[config.mk]
export PLATFORM = sky130hd
export DESIGN_NAME = pucg_step
export DESIGN_NICKNAME = d
export VERILOG_FILES = /design/src/rtl/core/assert_macros.svh /design/src/rtl/core/pucg_pkg.sv /design/src/rtl/core/pucg_step.sv
export SDC_FILE = /design/constraint.sdc
export NUM_CORES = 1
export LEC_CHECK = 0
export BUFFER_PORTS_ARGS = -buffer_cell sky130_fd_sc_hd__buf_2
export CAP_MARGIN = 10
export CORE_AREA = 8 8 116 118
export DETAILED_ROUTE_END_ITERATION = 10
export DIE_AREA = 0 0 124 126
export PLACE_DENSITY = 0.9
export SETUP_SLACK_MARGIN = 0.02
export SYNTH_ARGS = -nofsm -noshare
export SYNTH_HDL_FRONTEND = slang
export SYNTH_SLANG_ARGS = --single-unit
[constraint.sdc]
create_clock -name vclk -period 36.9
set_input_delay 9.225 -clock vclk [all_inputs]
set_output_delay 9.225 -clock vclk [all_outputs]
set_load 0.005 [all_outputs]
[src/rtl/core/assert_macros.svh]
// assertion helper macros for the core rtl
// no dependencies
`ifndef ASSERT_MACROS_SVH
`define ASSERT_MACROS_SVH

// property must hold at every clock edge outside reset
`define AST_CHK(lbl, clk, rst_n, prop) \
    lbl: assert property (@(posedge clk) disable iff (!rst_n) (prop)) \
        else $error("assertion failed");

// condition must never be seen outside reset
`define AST_NEVER(lbl, clk, rst_n, cond) \
    lbl: assert property (@(posedge clk) disable iff (!rst_n) !(cond)) \
        else $error("forbidden condition seen");

`endif

[src/rtl/core/pucg_pkg.sv]
// shared types, widths and the factorial table for the cycle generator
// no dependencies
`default_nettype none

package pucg_pkg;

    localparam int SYM_W   = 4;
    localparam int COUNT_W = 4;

    localparam logic [COUNT_W-1:0] COUNT_RESET = 4'd4;
    localparam logic [COUNT_W-1:0] COUNT_MIN   = 4'd2;

    typedef logic [SYM_W-1:0]   t_symbol;
    typedef logic [COUNT_W-1:0] t_count;

    function automatic logic [31:0] factorial(input logic [COUNT_W-1:0] k);
        logic [31:0] f;
        case (k)
            4'd0:    f = 32'd1;
            4'd1:    f = 32'd1;
            4'd2:    f = 32'd2;
            4'd3:    f = 32'd6;
            4'd4:    f = 32'd24;
            4'd5:    f = 32'd120;
            4'd6:    f = 32'd720;
            4'd7:    f = 32'd5040;
            4'd8:    f = 32'd40320;
            4'd9:    f = 32'd362880;
            4'd10:   f = 32'd3628800;
            4'd11:   f = 32'd39916800;
            4'd12:   f = 32'd479001600;
            default: f = 32'd1;
        endcase
        return f;
    endfunction

endpackage

`default_nettype wire

[src/rtl/core/pucg_step.sv]
// one generator step: optional reinit, loopless bit step and permutation rotate
// depends on pucg_pkg
`default_nettype none

module pucg_step import pucg_pkg::*; #(
    parameter int MAX_SYMBOLS = 8,
    localparam int IW = $clog2(MAX_SYMBOLS + 2),
    localparam int OW = IW + 2
) (
    input  logic [IW-1:0]                          i_n,
    input  logic                                   i_clear,
    input  logic [MAX_SYMBOLS-1:0][SYM_W-1:0]      i_perm,
    input  logic [MAX_SYMBOLS+1:0][OW-1:0]         i_offsets,
    input  logic [MAX_SYMBOLS+1:0]                 i_dirs,
    input  logic [MAX_SYMBOLS+1:0][IW-1:0]         i_focus,
    output logic [MAX_SYMBOLS-1:0][SYM_W-1:0]      o_perm,
    output logic [MAX_SYMBOLS+1:0][OW-1:0]         o_offsets,
    output logic [MAX_SYMBOLS+1:0]                 o_dirs,
    output logic [MAX_SYMBOLS+1:0][IW-1:0]         o_focus,
    output t_symbol                                o_symbol,
    output logic                                   o_bit
);

    logic [MAX_SYMBOLS-1:0][SYM_W-1:0] c_perm;
    logic [MAX_SYMBOLS+1:0][OW-1:0]    c_off;
    logic [MAX_SYMBOLS+1:0]            c_dir;
    logic [MAX_SYMBOLS+1:0][IW-1:0]    c_foc;
    logic [IW-1:0]                     j;
    logic [IW-1:0]                     jn;
    logic [IW-1:0]                     len;
    logic signed [OW-1:0]              dj;
    logic signed [OW-1:0]              lim;
    logic signed [OW-1:0]              diff;
    logic signed [OW-1:0]              newoff;
    logic                              edge_hit;

    // current state, or the initial state when clearing
    always_comb begin
        for (int i = 0; i < MAX_SYMBOLS; i++) begin
            if (i_clear) begin
                c_perm[i] = (IW'(i) < i_n) ? SYM_W'(i_n - IW'(i)) : '0;
            end else begin
                c_perm[i] = i_perm[i];
            end
        end
        for (int i = 0; i < MAX_SYMBOLS + 2; i++) begin
            if (i_clear) begin
                c_off[i] = '0;
                c_dir[i] = 1'b1;
                c_foc[i] = (IW'(i) == i_n) ? i_n + IW'(1) : IW'(i);
            end else begin
                c_off[i] = i_offsets[i];
                c_dir[i] = i_dirs[i];
                c_foc[i] = i_focus[i];
            end
        end
    end

    // loopless bit generator
    always_comb begin
        j = (c_foc[1] > IW'(MAX_SYMBOLS + 1)) ? IW'(MAX_SYMBOLS + 1) : c_foc[1];
        jn = j + IW'(1);
        dj = c_dir[j] ? OW'(1) : '1;
        lim = $signed({2'b00, i_n}) - $signed({2'b00, j});
        diff = $signed(c_off[j]) - dj;
        edge_hit = (diff <= 0) || (diff >= lim);
        o_bit = (~j[0]) == edge_hit;
        newoff = $signed(c_off[j]) + dj;

        o_offsets = c_off;
        o_dirs = c_dir;
        o_focus = c_foc;
        o_focus[1] = IW'(1);
        o_offsets[j] = newoff;
        if ((newoff == '0 || newoff == lim) && (j <= IW'(MAX_SYMBOLS))) begin
            o_dirs[j] = ~c_dir[j];
            o_focus[j] = o_focus[jn];
            o_focus[jn] = jn;
        end
    end

    // rotate the first n entries of the permutation or its first n-1 entries
    always_comb begin
        len = o_bit ? i_n - IW'(1) : i_n;
        o_symbol = c_perm[0];
        for (int i = 0; i < MAX_SYMBOLS - 1; i++) begin
            if (IW'(i + 1) < len) begin
                o_perm[i] = c_perm[i + 1];
            end else if (IW'(i + 1) == len) begin
                o_perm[i] = c_perm[0];
            end else begin
                o_perm[i] = c_perm[i];
            end
        end
        o_perm[MAX_SYMBOLS-1] = (len == IW'(MAX_SYMBOLS)) ? c_perm[0]
                                                          : c_perm[MAX_SYMBOLS-1];
    end

endmodule

`default_nettype wire

==> Yosys cells after proc, flatten, opt, wreduce, memory -nomap -nowiden <==
Cells that the tools add are included.
{ "word_totals": {"ff_bits": 0, "latch_bits": 0, "ramBits": 0, "romBits": 0, "in_bits": 147, "out_inout_bits": 147, "elab_cells": 155, "mem_count": 0} }
{ "classes": {"add_sub_neg": 12, "n_mul": 0, "div": 0, "magnitude_cmp": 23, "n_eq_ne": 18, "shift": 0, "n_mux": 93, "bitwise": 2, "reduce_logical": 7} }
{ "op_table": {"columns": ["cell", "count"], "rows": [
  ["4-bit two-way mux", 55],
  ["40-bit bitwise mux", 2],
  ["6-bit two-way mux", 13],
  ["60-bit bitwise mux", 1],
  ["40-bit two-way mux", 1],
  ["4-bit demux with 4-bit select", 2],
  ["3-bit by 4-bit == test with 1-bit output (first input constant)", 8],
  ["3-bit by 4-bit less-than comparator with 1-bit output (first input constant)", 8],
  ["6-bit binary-select mux with 4-bit select", 1],
  ["6-bit demux with 4-bit select", 1],
  ["4-bit binary-select mux with 4-bit select", 1],
  ["2-bit by 4-bit == test with 1-bit output (first input constant)", 4],
  ["2-bit by 4-bit less-than comparator with 1-bit output (first input constant)", 4],
  ["4-bit by 3-bit subtractor with 4-bit output (second input constant)", 4],
  ["1-bit by 4-bit less-than comparator with 1-bit output (first input constant)", 3],
  ["1-bit two-way mux", 12],
  ["10-bit bitwise mux", 1],
  ["4-bit by 5-bit less-than comparator with 1-bit output (second input constant)", 2],
  ["10-bit two-way mux", 1],
  ["4-bit by 1-bit adder with 4-bit output (second input constant)", 2],
  ["4-bit == test (first input constant)", 2],
  ["4-bit by 1-bit >= comparator with 1-bit output (second input constant)", 2],
  ["4-bit by 2-bit subtractor with 4-bit output (second input constant)", 2],
  ["6-bit adder", 1],
  ["18 further kinds", 22]
]} }

==> Longest topological paths before layout <==
Gate-level depths: netlist (run 1).
{ "logic_depth": {"depth_word": 16, "ltp_mapped": 34, "depth_no_buf": 27} }

==> Worst setup path after synthesis (run 1) <==
Ideal clock, no wire load.
{ "synth_timing": {"path_kind": "in2out", "startpoint": "input i_n[2]", "endpoint": "output o_perm[23] (netlist bit)", "t_arrival_ns": 16.233, "t_required_ns": 27.675, "setup_slack_ns": 11.442, "stages": 31, "n_path_buf": 6, "cell_sequence": "buf_2 -> buf_1 -> inv_1 -> ha_1 -> and3_4 -> a21bo_2 -> nand2_2 -> clkinv_1 -> clkbuf_1 -> buf_1 -> clkbuf_1 -> nand2_1 -> nand3_1 -> a21oi_1 -> a2111oi_0 -> ha_1 -> clkbuf_1 -> a21o_1 -> or3_1 -> a31oi_1 -> o211ai_1 -> and2_1 -> ha_1 -> nand2b_1 -> a21oi_1 -> o311a_2 -> a21boi_4 -> mux2i_1 -> o211ai_1 -> mux2_2 -> mux2_1"} }
{ "synth_lines": {"columns": ["item", "line_no", "source"], "rows": [
  ["start: declaration", "pucg_step.sv:10", "input logic [IW-1:0] i_n,"],
  ["end: declaration", "pucg_step.sv:16", "output logic [MAX_SYMBOLS-1:0][SYM_W-1:0] o_perm,"]
]} }

==> flow_metrics.py, run 1 <==
metrics = {
    "synthesis": {
        "syn-mean-instance-area_um2": 6.37,
        "synth_top_area_share": 0.0836,
        "synthXorXnorAreaFrac": 0.0338,
        "synth-compound-area-share": 0.397,
        "muxShareOfSynthArea": 0.112,
        "yosys-top-cells-count": "120 x nand2_1, 85 x nor2_1, 84 x nand3_1",
        "ys_warn_count": 0,
        "synth_adder_area_share": 0.0934,
        "synth-simple-area-share": 0.288,
        "synth_area_um2": 6140,
        "synth.top_cells.by_area": "ha_1 8.4%, mux2i_1 7.5%, nand2_1 7.3%",
        "synth_top_family_by_area": "compound AO/OA/AOI/OAI gates",
        "syn-num-nets": 1154,
        "synth.distinct_cells": 87,
        "yosysSeqAreaShare": 0,
        "synth_top_cell_by_area": "ha_1",
        "yosysMostFrequentCell": "nand2_1",
        "syn_inst": 963,
    },
    "die": {
        "dieArea_um2": 15600,
        "boundaryPins": 294,
        "rows": 40,
        "die_w_um": 124,
        "initial_core_util": 0.524,
        "fp.dieH_um": 126,
        "core_area_um2": 11700,
    },
    "place": {
        "routabilityCongestion": 1.03,
        "io_buffers": 294,
        "dp.cells": 1327,
        "dp_hpwl_um": 23100,
    },
    "critical_path": {
        "path_common_cell": "a21oi_1",
        "worst_path_max_delay_cell": "fa_1",
        "crit_fanout": 21,
        "required_ns": 27.67,
        "critPathKind": "input pin to primary output",
        "slowest_delay_ns": 0.85,
        "critical_path_arrival_ns": 17.04,
        "critPathCaptureType": "primary output",
        "start_kind": "input pin",
    },
    "power_and_ir_drop": {
        "p_sw_uw": 106,
        "pwr-share-comb": 1.000,
        "total_power_uw": 175,
        "powerDensity_nw_per_um2": 23.3,
        "pwr-share-seq": 0,
        "clkPwrFrac": 0,
        "switching_share": 0.605,
        "ir_worst_vdd_uv": 20.4,
        "p_leak_nw": 3.52,
        "p_int_uw": 69.2,
    },
    "hold_path": {
        "hp-class": "input pin to primary output",
    },
    "route": {
        "ant_nets": 0,
        "wl_um": 29200,
        "dr.pass1.iters": 8,
        "drt-wirelength-per-cell_um": 22.0,
        "vias": 9123,
        "drc": 0,
        "first_iter_violations": 1120,
        "vias_per_cell": 6.86,
    },
    "flow_run": {
        "cap_viol_max_count": 0,
    },
    "timing": {
        "finalHoldViolCount": 0,
        "tightest_slew_ns": 1.18,
        "grt_setup_unrepaired": "false",
        "post-route-period-util": 0.712,
        "tns_ns": 0,
        "clock.fmax_mhz": 38.1,
        "relSlewSlack": 0.206,
        "fin_crit_ns": 26.26,
        "setup_viol_count_final": 0,
        "slew_violations": 0,
    },
    "clocking": {
        "post_cts_resized": 0,
        "postCtsSetupBuffers": 0,
        "hold_buffers": 0,
    },
    "global_routing": {
        "grt_max_degree": 74,
        "grt_pass1_wl_um": 43500,
        "grt_pass1_vias": 8120,
        "overflow": 0,
        "grt_usage": 0.339,
        "antenna_found_initial": 3,
    },
    "final_layout": {
        "seq_area_um2": 0,
        "final_util": 0.641,
        "nClkBuffers": 0,
        "seq_cells": 0,
        "nets": 1374,
        "areaGrowthSynthToFinish_pct": 22.2,
        "final_cells": 1330,
        "drive_gt1_frac": 0.304,
    },
    "status": {
        "status": "finished clean",
    },
}
layout by cell type, fill, tap and decap left out, types with 5 or more instances in the layout:
cell type,n
nand2_1,120
o221ai_1,6
nor2b_1,12
o31ai_1,18
nand3_1,84
o22a_1,25
a22o_1,5
nor2_1,85
a22oi_1,19
ha_1,41
a21o_1,9
inv_1,26
nand2b_1,8
a21oi_1,59
o2bb2ai_1,8
mux2i_1,46
mux2_2,5
a31oi_1,23
o21ai_0,67
and3_1,7
buf_2,294
xnor2_1,14
nor3_1,11
a31o_2,13
o22ai_1,44
and2_1,10
buf_4,6
layout make-up:
cell class         instances  area [um^2]
diodes                     2         5.00
well taps                147          184
repair buffers           300         1520
fillers                 1133         4210
multi-input cells        849         5670
inverters                 32          124
power by group through the flow:
stage                     Combinational (mW)  Sequential (mW)      Clock, mW
after floorplan                        0.115                0              0
after detailed placement               0.169                0              0
after global placement                 0.167                0              0
after global routing                   0.187                0  0.00000000726
after CTS                              0.169                0              0
final                                  0.175                0  0.00000000727
through the flow:
step | area (um^2) | worst slack (ns) | hold slack (ns)
6_report | 7500 | 10.64 | 18.77
5_1_grt | 7500 | 10.02 | 18.79
3_5_place_dp | 7490 | 10.79 | 18.77
3_3_place_gp | 7490 | 11.01 | 18.77
4_1_cts | 7490 | 10.78 | 18.77
2_1_floorplan | 6140 | 11.44 | 18.57
critical path: cells and delay by family:
| family | cells | cell delay, ns |
|---|---|---|
| buf+inv | 6 | 1.50 |
| simple gates | 4 | 0.54 |
| mux | 1 | 0.85 |
| fa+ha+maj | 3 | 1.66 |
| compound gates | 12 | 3.01 |
| xor+xnor | 1 | 0.23 |
layer usage:
metal | wire (um) | GRT usage | vias to the layer above
met3 | 3890 | 0.0688 | 109
met2 | 13400 | 0.553 | 803
met4 | 961 | 0.0917 | 2
met1 | 11000 | 0.440 | 4146
met5 | 13 | 0 | -
li1 | - | - | 4063
kinds of logic (layout without fill, tap and decap cells):
| group | count (synthesis) | in the layout |
|---|---|---|
| other cells | 0 | 2 |
| compound gates | 351 | 351 |
| mux | 60 | 60 |
| buf+inv | 114 | 332 |
| xor+xnor | 20 | 20 |
| fa+ha+maj | 44 | 44 |
| simple gates | 374 | 374 |
final timing paths:
kind     startpoint            end  slack [ns]  cells after the start
max          i_n[2]     o_perm[15]       10.64                     27
min   i_offsets[34]  o_offsets[34]       18.77                      4
No activity file was read; power rests on OpenSTA's default activity.
==> inputs of run 2 (changes only) <==
--- a/config.mk
+++ b/config.mk
@@ -7,10 +7,10 @@
 export LEC_CHECK = 0
 export BUFFER_PORTS_ARGS = -buffer_cell sky130_fd_sc_hd__buf_2
 export CAP_MARGIN = 10
-export CORE_AREA = 8 8 116 118
+export CORE_AREA = 8 8 126 128
 export DETAILED_ROUTE_END_ITERATION = 10
-export DIE_AREA = 0 0 124 126
-export PLACE_DENSITY = 0.9
+export DIE_AREA = 0 0 134 136
+export PLACE_DENSITY = 0.8
 export SETUP_SLACK_MARGIN = 0.02
 export SYNTH_ARGS = -nofsm -noshare
 export SYNTH_HDL_FRONTEND = slang
==> constraint.sdc (replaced) <==
create_clock -name vclk -period 21.2
set_input_delay 5.3 -clock vclk [all_inputs]
set_output_delay 5.3 -clock vclk [all_outputs]
set_load 0.005 [all_outputs]
==> run 2 against run 1 <==
  * Setup slack got worse by 8.0 ns
  * Global-route usage shrank 1.6 points
  * Clock-buffer cell count did not move
  * Via count decreased by 0.95%
  * Largest cell class unchanged
  * First-iteration DRC count is 2.3% lower
  * Core utilization down 10 points
  * Sequential share of layout area is the same
  * Die area grew 17%
  * Non-clock buffer count rose by 2
==> flow_metrics.py, run 2 (same netlist as run 1, synthesis figures left out) <==
metrics = {
    "die": {
        "initial_core_util": 0.437,
        "core_area_um2": 14000,
        "fp.dieH_um": 136,
        "rows": 44,
        "boundaryPins": 294,
        "dieArea_um2": 18200,
        "die_w_um": 134,
    },
    "timing": {
        "clock.fmax_mhz": 53.8,
        "fin_crit_ns": 18.60,
        "finalWorstSetupSlack_ns": 2.60,
        "tns_ns": 0,
        "setup_viol_count_final": 0,
        "slew_violations": 0,
        "finalHoldViolCount": 0,
        "grt_setup_unrepaired": "false",
        "post-route-period-util": 0.877,
        "tightest_slew_ns": 1.26,
        "relSlewSlack": 0.152,
    },
    "critical_path": {
        "required_ns": 15.90,
        "crit_start": "i_n[2]",
        "crit_fanout": 31,
        "start_kind": "input pin",
        "critPathCaptureType": "primary output",
        "critPathKind": "input pin to primary output",
        "critical_path_arrival_ns": 13.30,
        "crit_end": "o_perm[15]",
    },
    "global_routing": {
        "grt_pass1_vias": 8415,
        "grt_pass1_wl_um": 47700,
        "antenna_found_initial": 0,
        "overflow": 0,
        "grt_usage": 0.324,
        "grt_max_degree": 74,
    },
    "route": {
        "dr.pass1.iters": 6,
        "ant_nets": 0,
        "drc": 0,
        "wl_um": 32200,
        "vias": 9036,
        "drt-wirelength-per-cell_um": 23.6,
        "vias_per_cell": 6.61,
        "first_iter_violations": 1094,
    },
    "final_layout": {
        "final_util": 0.539,
        "nets": 1376,
        "areaGrowthSynthToFinish_pct": 23.2,
        "final_cell_mix": "294 x buf_2, 120 x nand2_1, 85 x nor2_1",
        "final_cells": 1368,
        "seq_area_um2": 0,
        "nClkBuffers": 0,
        "drive_gt1_frac": 0.305,
        "layout_commonest_cell": "buf_2",
        "seq_cells": 0,
    },
    "power_and_ir_drop": {
        "ir_worst_vdd_uv": 25.8,
        "powerDensity_nw_per_um2": 41.3,
        "p_leak_nw": 3.53,
    },
    "clocking": {
        "hold_buffers": 0,
        "postCtsSetupBuffers": 0,
        "post_cts_resized": 0,
    },
    "place": {
        "dp.cells": 1367,
        "routabilityCongestion": 0.999,
        "io_buffers": 294,
        "dp_hpwl_um": 26000,
        "preCtsSetupSlack_ns": 2.74,
    },
    "flow_run": {
        "cap_viol_max_count": 0,
    },
    "hold_path": {
        "hold_depth": 4,
        "hp-class": "input pin to primary output",
    },
    "status": {
        "status": "finished clean",
    },
}
[run 2: cell types whose count changed in the layout (fill, tap and decap cells not counted)]
cell / delta
buf_4: +2
diode_2: -1
[run 2: layer usage]
layer | GRT usage | part of all wire | vias up
li1 | - | - | 4071
met1 | 0.396 | 0.38 | 4145
met2 | 0.556 | 0.46 | 715
met3 | 0.0554 | 0.12 | 105
met4 | 0.123 | 0.045 | 0
met5 | 0 | 0 | -
[run 2: metrics by stage]
stage	cell area [um^2]	power [mW]	hold slack, ns
global placement	7560	0.302	10.92
floorplan	6140	0.201	10.72
finish	7560	0.313	10.92
global route	7560	0.334	10.94
CTS	7560	0.305	10.92
detailed placement	7560	0.304	10.92
[run 2: layout make-up]
| type | count | area (um^2) |
|---|---|---|
| fillers | 1440 | 6480 |
| diodes | 1 | 2.50 |
| inverters | 32 | 124 |
| well taps | 184 | 230 |
| multi-input cells | 849 | 5670 |
| repair buffers | 302 | 1530 |
[run 2: how the worst min path moves through the flow]
stage | startpoint | endpoint | slack [ns]
floorplan | i_dirs[0] | o_dirs[0] | 10.72
global placement | i_offsets[10] | o_offsets[10] | 10.92
detailed placement | i_offsets[19] | o_offsets[19] | 10.92
CTS | i_offsets[19] | o_offsets[19] | 10.92
global route | i_offsets[19] | o_offsets[19] | 10.94
finish | i_offsets[10] | o_offsets[10] | 10.92
[run 2: power by group]
| part | internal, mW | total, mW | switching, mW |
|---|---|---|---|
| clock | 0.00000000630 | 0.00000000631 | 0 |
| sequential | 0 | 0 | 0 |
| combinational | 0.122 | 0.313 | 0.191 |
[run 2: critical path: stages]
cell and delay [ns]:
buf_2 0.24, inv_1 0.24, ha_1 0.46, nand4_1 0.24
a2bb2oi_4 0.33, nand2_2 0.09, clkinv_1 0.18, buf_4 0.37
nand2_1 0.10, nand3_1 0.09, a21oi_1 0.07, a2111oi_0 0.74
ha_1 0.50, a21o_1 0.26, or3_1 0.34, a31oi_1 0.24
o211ai_1 0.22, and2_1 0.23, ha_1 0.28, nand2b_1 0.14
a21oi_1 0.14, o311a_2 0.25, a21boi_4 0.33, xnor2_4 0.24
mux2i_1 0.88, a31oi_4 0.23, a221o_1 0.38, buf_2 0.13
==> inputs of run 3 (changes only) <==
--- a/config.mk
+++ b/config.mk
@@ -7,9 +7,11 @@
 export LEC_CHECK = 0
 export BUFFER_PORTS_ARGS = -buffer_cell sky130_fd_sc_hd__buf_2
 export CAP_MARGIN = 10
-export CORE_AREA = 8 8 126 128
+export CELL_PAD_IN_SITES_DETAIL_PLACEMENT = 2
+export CELL_PAD_IN_SITES_GLOBAL_PLACEMENT = 2
+export CORE_AREA = 8 8 177 179
 export DETAILED_ROUTE_END_ITERATION = 10
-export DIE_AREA = 0 0 134 136
+export DIE_AREA = 0 0 185 187
 export PLACE_DENSITY = 0.8
 export SETUP_SLACK_MARGIN = 0.02
 export SYNTH_ARGS = -nofsm -noshare
==> run 3 against run 2 <==
  * Setup slack lost 0.50 ns
  * Sequential share of layout area is the same
  * Critical path depth shrank 1
  * Die area grew 90%
  * Flip-flop and latch count is the same
  * Critical endpoint unchanged
==> flow_metrics.py, run 3 (same netlist as run 1, synthesis figures left out) <==
metrics = {
    "power_and_ir_drop": {
        "powerDensity_nw_per_um2": 41.9,
        "ir_worst_vdd_uv": 15.6,
        "total_power_uw": 328,
        "p_leak_nw": 3.54,
    },
    "final_layout": {
        "seq_area_um2": 0,
        "final_area_um2": 7820,
        "drive_gt1_frac": 0.306,
        "final_cells": 1569,
        "layout_commonest_cell": "buf_2",
        "nClkBuffers": 0,
        "num_antenna_cells": 0,
        "nFillCells": 3621,
        "areaGrowthSynthToFinish_pct": 27.5,
        "final_util": 0.276,
        "seq_cells": 0,
        "final_cell_mix": "294 x buf_2, 120 x nand2_1, 85 x nor2_1",
        "nets": 1378,
        "multi_input_area_um2": 5670,
    },
    "timing": {
        "post-route-period-util": 0.901,
        "slew_violations": 0,
        "relSlewSlack": 0.253,
        "finalWorstSetupSlack_ns": 2.10,
        "fin_hold_ws_ns": 10.93,
        "finalHoldViolCount": 0,
        "tns_ns": 0,
        "setup_viol_count_final": 0,
        "clock.fmax_mhz": 52.4,
        "fin_crit_ns": 19.10,
        "grt_setup_unrepaired": "false",
        "tightest_slew_ns": 1.09,
    },
    "place": {
        "routabilityCongestion": 0.942,
        "place_area_um2": 7820,
        "io_buffers": 294,
        "dp_hpwl_um": 33600,
        "preCtsSetupSlack_ns": 2.26,
        "dp.cells": 1569,
    },
    "clocking": {
        "hold_buffers": 0,
        "post_cts_resized": 0,
        "postCtsSetupBuffers": 0,
    },
    "route": {
        "wl_um": 40300,
        "vias": 8887,
        "drc": 0,
        "vias_per_cell": 5.66,
        "first_iter_violations": 531,
        "ant_nets": 0,
        "drt-wirelength-per-cell_um": 25.7,
        "dr.pass1.iters": 5,
    },
    "die": {
        "core_area_um2": 28400,
        "fp.dieH_um": 187,
        "boundaryPins": 294,
        "dieArea_um2": 34600,
        "die_w_um": 185,
        "rows": 62,
        "initial_core_util": 0.216,
    },
    "critical_path": {
        "start_kind": "input pin",
        "slowest_delay_ns": 0.94,
        "required_ns": 15.90,
        "worst-path-buf-inv": 5,
        "critPathTopFamily": "compound AO/OA/AOI/OAI gates",
        "crit_fanout": 40,
        "critical_path_arrival_ns": 13.80,
        "path_depth": 27,
        "worst_path_max_delay_cell": "mux2i_1",
        "critPathKind": "input pin to primary output",
        "critPathCaptureType": "primary output",
    },
    "hold_path": {
        "hold_depth": 4,
        "hp-class": "input pin to primary output",
    },
    "global_routing": {
        "grt_pass1_wl_um": 60000,
        "antenna_found_initial": 4,
        "overflow": 0,
        "grt_use_met1": 0.274,
        "grtUsageMet3": 0.0398,
        "use_met2": 0.382,
        "busiest_layer": "met2",
        "grt_max_degree": 67,
        "grt_usage": 0.219,
        "grt_pass1_vias": 9529,
    },
    "flow_run": {
        "cap_viol_max_count": 0,
    },
    "status": {
        "status": "finished clean",
    },
}
run 3: changes by cell type in the layout (fill, tap and decap cells not counted), sizes merged:
cell	previous run	this run
buf	302	304
diode	1	0
run 3: power by group:
part	switching, mW	leakage (nW)	internal (mW)	total (mW)
clock	0	0	0	0
sequential	0	0	0	0
combinational	0.204	3.54	0.124	0.328
run 3: final cells by class:
cell class | instances | area share
inverters | 32 | 0.0158
multi-input cells | 849 | 0.725
repair buffers | 304 | 0.198
well taps | 384 | 0.0614
run 3: final timing paths:
check	endpoint	from	slack [ns]
max	o_perm[15]	i_clear	2.10
min	o_offsets[51]	i_offsets[51]	10.93
run 3: tightest hold or removal path: stages:
cell	delay [ns]
buf_2	0.09
nand3_1	0.06
o21ai_0	0.06
buf_2	0.11
run 3: per-layer routing:
metal  vias to the layer above  share of wire  routed length, um
li1                       4056              -                  -
met1                      4408           0.43              17300
met2                       363           0.47              19000
met3                        52          0.074               2970
met4                         8          0.022                896
met5                         -         0.0011                 46
